==> src/slhs_ram.sv <==
// Generic single-clock RAM, one write port and one read port, registered read.
// No dependencies.
`timescale 1ns / 1ps

module slhs_ram #(
   parameter int WIDTH = 8,
   parameter int DEPTH = 16
) (
   input  logic                                   clock,
   input  logic                                   wr_en,
   input  logic [((DEPTH > 1) ? $clog2(DEPTH) : 1)-1:0] wr_addr,
   input  logic [WIDTH-1:0]                       wr_data,
   input  logic                                   rd_en,
   input  logic [((DEPTH > 1) ? $clog2(DEPTH) : 1)-1:0] rd_addr,
   output logic [WIDTH-1:0]                       rd_data
);

   logic [WIDTH-1:0] mem_ff [DEPTH];
   logic [WIDTH-1:0] rd_data_ff;

   always_ff @(posedge clock) begin
      if (wr_en) begin
         mem_ff[wr_addr] <= wr_data;
      end
      if (rd_en) begin
         rd_data_ff <= mem_ff[rd_addr];
      end
   end

   assign rd_data = rd_data_ff;

endmodule

==> config.mk <==
export PLATFORM = sky130hd
export DESIGN_NAME = slhs_ram
export DESIGN_NICKNAME = d
export VERILOG_FILES = /design/src/slhs_ram.sv
export SDC_FILE = /design/constraint.sdc
export NUM_CORES = 1
export LEC_CHECK = 0
export ABC_AREA = 1
export BUFFER_PORTS_ARGS = -buffer_cell sky130_fd_sc_hd__buf_2
export CORE_ASPECT_RATIO = 1.5
export CORE_MARGIN = 3
export CORE_UTILIZATION = 25
export CTS_BUF_LIST = sky130_fd_sc_hd__clkbuf_2
export CTS_CLUSTER_SIZE = 14
export DETAILED_ROUTE_END_ITERATION = 10
export PLACE_DENSITY_LB_ADDON = 0.2
export SETUP_SLACK_MARGIN = 0.2
export SLEW_MARGIN = 20
export SYNTH_ARGS = -nofsm -noshare
export SYNTH_HDL_FRONTEND = slang
export SYNTH_SLANG_ARGS = --single-unit
==> constraint.sdc <==
create_clock -name clock -period 1.4 [get_ports clock]
set_input_delay 0.21 -clock clock [delete_from_list [all_inputs] [get_ports clock]]
set_output_delay 0.21 -clock clock [all_outputs]
set_load 0.05 [all_outputs]
==> results of run 1 <==
## cell type report
cell class / instances / area [um^2] / share of cell area [%]
sequential: 136 / 4080 / 59.2
tap: 276 / 345 / 5.01
timing repair buffer: 68 / 558 / 8.09
multi-input combinational: 289 / 1280 / 18.5
inverter: 102 / 383 / 5.55
clock inverter: 14 / 158 / 2.29
antenna: 1 / 2.50 / 0.0363
clock buffer: 18 / 90.1 / 1.31
## routing by layer
| metal | track usage [%] | up-vias | part of all wire (%) |
|---|---|---|---|
| met2 | 21.1 | 76 | 53 |
| met1 | 15.1 | 1902 | 43 |
| met5 | 0 | - | 0 |
| met3 | 1.85 | 21 | 2.0 |
| li1 | - | 1908 | - |
| met4 | 4.92 | 0 | 2.2 |
## power groups by stage
stage / clock network (mW) / registers [mW] / logic (mW)
final: 2.43 / 4.61 / 0.728
after global routing: 2.66 / 4.62 / 0.803
after CTS: 2.52 / 4.61 / 0.732
after detailed placement: 0 / 4.70 / 0.683
after global placement: 0 / 4.69 / 0.674
after floorplan: 0 / 4.76 / 0.322
## synth_stat cells (all sizes together)
cell type,number,area share (%)
nor2,17,1.1
nand2,173,11
buf,24,2.8
edfxtp,136,70
nand3,97,8.3
nand3b,2,0.26
inv,102,6.5
## state kept, by name, indices dropped and copies added, names as in the netlist
signal / cells
rd_data: 8
mem_ff: 128
## what timing repair did
action,CTS,global route
hold buffers,10,0
setup endpoints to repair,9,13
endpoints found under the hold margin,142,0
resized for setup,17,12
buffers inserted,0,0
pin swaps,0,2
## cells by family after synthesis
group | after synthesis | share of synthesized area (%)
DFF | 136 | 69.8
buffers and inverters | 126 | 9.39
and+or+nand+nor | 289 | 20.8
## per-stage QoR
step / setup TNS (ps) / worst slack [ps] / instances / power, mW / utilization [%]
final: -459 / -94.0 / 904 / 7.77 / 30.5
after CTS: -1190 / -189 / 903 / 7.86 / 30.2
after global routing: -1480 / -224 / 904 / 8.09 / 30.5
after detailed placement: -502 / -93.3 / 861 / 5.38 / 28.4
after global placement: -355 / -50.0 / 861 / 5.37 / 28.4
after floorplan: 0 / 239 / 551 / 5.08 / -
## worst max-delay path by stage
stage | start | cells past startpoint | end
after floorplan | wr_addr[2] | 2 | mem_ff[10][0]
after global placement | rd_addr[0] | 10 | rd_data[4]
after detailed placement | rd_addr[0] | 9 | rd_data[6]
after CTS | rd_data[5] | 1 | rd_data[5]
after global routing | rd_data[5] | 1 | rd_data[5]
final | rd_data[5] | 1 | rd_data[5]
## worst reg2reg max path: cells and delay by family, from the launching register on
| family | cells | cell delay (ps) |
|---|---|---|
| buffers and inverters | 1 | 60 |
| flip-flops | 1 | 410 |
| AND/OR/NAND/NOR | 5 | 480 |
==> impl_metrics.yaml, run 1 <==
global_routing:
  grt_pass1_wl_mm: 22.6
  antenna_found_initial: 1
  grt.total_usage_pct: 12.2
  grt_overflow: 0
  grt_max_degree: 39
  first_global_vias: 3899
synth:
  synthesis.nets: 570
  syn_avg_cell_area_um2: 10.6
  syn_inst: 551
  synth-seq-area-share_pct: 69.8
  synth_seq_cells: 136
  synth_area_mm2: 0.00585
  ys_warn_count: 0
  yosysUniqueCellTypes: 11
power:
  sequentialPowerShare_pct: 59.3
  cellLeakagePower_nw: 2.94
  p_sw_share_pct: 25.3
  powerDensity_mw_per_mm2: 1130
  p_int_mw: 5.80
  pwr-share-comb_pct: 9.4
  clkPwrFrac_pct: 31.3
  switchingPower_mw: 1.97
  peakVddDrop_mv: 0.494
setup_path:
  r2r-start: "mem_ff[3][7]"
  path_cells: "buf_6"
  cp.required_ps: 1190
  cp_num_buf_inv: 1
  rr_endpoint: "rd_data[7]"
  cp_max_fo: 1
  reg2reg_depth: 6
  cp-end-kind: "output pin"
  cp.arrival_ps: 1280
  max_stage_delay_ps: 460
  reg2reg_slack_ps: 240
  crit_slowest_cell: "edfxtp_1"
  criticalPathCategory: "reg2out"
  crit_path_start_kind: "flop"
  cpLargestDelayFamily: "flip-flops"
outcome:
  violations: "negative setup slack"
  outcome: "finished with violations"
sta:
  fin_ws_ps: -94.0
  hold_viol: 0
  worst_pin_slew_ps: 428
  period_share_pct: 107
  clock.fmax_mhz: 669
  grt_setup_unrepaired: "yes"
  setup_viol: 8
  whs_ps: 179
  period_needed_ps: 1490
  final_max_slew_viol_count: 0
  skew_ps: 21.7
  slew_headroom_pct: 71.5
floorplan:
  die_x_um: 131
  row_count: 67
  io_pins: 27
  start_util_pct: 25.8
  die_area_mm2: 0.0253
  core_mm2: 0.0226
  dieHeight_um: 193
route:
  num_vias: 3907
  drt_iter0_markers: 242
  dr.pass1.iters: 4
  drc: 0
  vias_per_cell: 4.32
  antenna_left: 0
  wl_per_cell_um: 16.7
  routed_wl_mm: 15.1
place:
  dp_hpwl_mm: 9.86
  globalplace.congestion: 0.811
  portBuffers: 26
  place_area_mm2: 0.00643
final_layout:
  fin_nets: 633
  fin_area_mm2: 0.00690
  mostFrequentLayoutCells: "172 x nand2_1, 136 x edfxtp_1, 100 x inv_1"
  drive_gt1_share_pct: 16.1
  fill_cells: 2373
  final_common_cell: "nand2_1"
  areaGrowthSynthToFinish_pct: 18.0
clock_network:
  clk_pin_slew_ps: 200
  insertion_delay_ps: 670
  cts_tree: "done"
  clock_tree.root_cell: "clkbuf_2"
  clock_path_buffers: 2
  cts_buffers: 17
  cts.htree.levels: 4
  clock_sinks: 136
worst_hold_path:
  worstHoldPathCells: 4
  min-delay-start: "wr_en"
  worstHoldPathType: "in2reg"
  min_to: "mem_ff[3][7]"
run:
  maxCapViolCount: 0
(Power assumes the default switching activity.)
==> inputs of run 2 (changes only) <==
- PLACE_DENSITY_LB_ADDON: 0.2 -> not set
==> run 2 against run 1 <==
  * The flow still finishes with violations (negative setup slack)
  * Hold slack got worse by 12 ps
  * Via count down 2.5%
  * Clock power is 18% lower
  * Largest cell class unchanged
  * Largest power group unchanged
==> impl_metrics.yaml, run 2 (synthesis results as in run 1) <==
route:
  wl_per_cell_um: 14.8
  antenna_left: 0
  drc: 0
  routed_wl_mm: 13.3
  drt_iter0_markers: 293
  dr.pass1.iters: 5
  num_vias: 3808
  vias_per_cell: 4.23
floorplan:
  io_pins: 27
  core_mm2: 0.0226
  die_area_mm2: 0.0253
  dieHeight_um: 193
  row_count: 67
  die_x_um: 131
  start_util_pct: 25.8
setup_path:
  cp.arrival_ps: 1340
  cp_num_buf_inv: 1
  max_stage_delay_ps: 480
  cp-end-kind: "output pin"
  path_cells: "buf_6"
  cp.required_ps: 1190
  cpLargestDelayFamily: "flip-flops"
  cp_max_fo: 1
  crit_slowest_cell: "edfxtp_1"
  crit_path_start_kind: "flop"
  criticalPathCategory: "reg2out"
sta:
  hold_viol: 0
  worst_pin_slew_ps: 640
  fin_setup_tns_ps: -881
  period_share_pct: 111
  grt_setup_unrepaired: "yes"
  setup_viol: 8
  slew_headroom_pct: 57.3
  final_max_slew_viol_count: 0
  fin_ws_ps: -150
  skew_ps: 25.5
  clock.fmax_mhz: 645
  period_needed_ps: 1550
final_layout:
  fin_nets: 630
  fill_cells: 2328
  largest_reg_flops: 128
  mostFrequentLayoutCells: "173 x nand2_1, 136 x edfxtp_1, 100 x inv_1"
  drive_gt1_share_pct: 14.1
  areaGrowthSynthToFinish_pct: 16.0
  final_common_cell: "nand2_1"
  regMostFlops: "mem_ff"
clock_network:
  cts_buffers: 17
  cts_tree: "done"
  clock_sinks: 136
  postCtsSetupBuffers: 0
  insertion_delay_ps: 680
  cts.htree.levels: 4
  clk_pin_slew_ps: 190
  clock_tree.root_cell: "clkbuf_2"
  clock_path_buffers: 2
run:
  maxCapViolCount: 0
global_routing:
  grt.total_usage_pct: 10.9
  grt_pass1_wl_mm: 20.6
  first_global_vias: 3768
  antenna_found_initial: 1
  grt_max_degree: 42
  grt_overflow: 0
outcome:
  outcome: "finished with violations"
  violations: "negative setup slack"
place:
  dp_hpwl_mm: 8.94
  portBuffers: 26
  pre_cts_ws_ps: -54.9
  globalplace.congestion: 0.780
worst_hold_path:
  worstHoldPathType: "in2reg"
power:
  powerDensity_mw_per_mm2: 1070
  cellLeakagePower_nw: 2.89
  peakVddDrop_mv: 0.411
## run 2: cell types whose count changed in the layout (fill, tap and decap cells not counted)
cell / before / now
buf_12: 3 / 4
buf_4: 29 / 24
bufinv_16: 3 / 1
clkbuf_2: 18 / 21
clkinv_1: 4 / 3
clkinv_2: 2 / 5
clkinv_4: 4 / 1
dlygate4sd3_1: 10 / 11
nand2_1: 172 / 173
nand2_2: 1 / 0
nand3_1: 85 / 94
nand3_2: 12 / 3
## run 2: final cells by class
cell class / count / area, um^2 / share of cell area (%)
multi-input cells: 289 / 1230 / 18.1
inverters: 102 / 383 / 5.65
flip-flops and latches: 136 / 4080 / 60.2
diodes: 1 / 2.50 / 0.0369
clock buffers: 21 / 105 / 1.55
clock inverters: 11 / 82.6 / 1.22
repair buffers: 65 / 551 / 8.12
well taps: 276 / 345 / 5.09
## run 2: layer usage
layer	up-vias	wire length (um)	track usage [%]
met5	-	0	0
met4	0	381	5.07
met3	25	385	2.40
met2	67	7020	18.7
met1	1815	5520	12.6
li1	1901	-	-
## run 2: what timing repair did
action / in CTS / in global routing
hold buffers: 11 / 0
endpoints found under the setup margin: 8 / 10
resized for setup: 16 / 3
hold endpoints to repair: 139 / 0
pin swaps: 0 / 0
## run 2: where the power goes
group	switching (mW)	total (mW)	internal [mW]
Combinational	0.453	0.679	0.226
Sequential	0.0300	4.61	4.58
Clock	1.36	2.00	0.637
## run 2: stage by stage
| stage | total power [mW] | cell area (um^2) | util [%] | instances | hold WS [ps] |
|---|---|---|---|---|---|
| final | 7.29 | 6780 | 30.0 | 901 | 168 |
| after CTS | 7.35 | 6760 | 29.9 | 900 | 126 |
| after global routing | 7.61 | 6780 | 30.0 | 901 | 131 |
| after global placement | 5.33 | 6420 | 28.3 | 857 | 602 |
| after detailed placement | 5.34 | 6420 | 28.3 | 857 | 601 |
| after floorplan | 5.08 | 5850 | - | 551 | 309 |
## run 2: worst paths after layout
check / endpoint / cells after the start / slack [ps] / startpoint
worst max register to register: rd_data[4] / 6 / 300 / mem_ff[1][4]
worst max-delay path: rd_data[6] / 1 / -150 / rd_data[6]
worst min-delay path: mem_ff[2][7] / 4 / 170 / wr_en
worst min register to register: rd_data[3] / 6 / 760 / mem_ff[4][3]
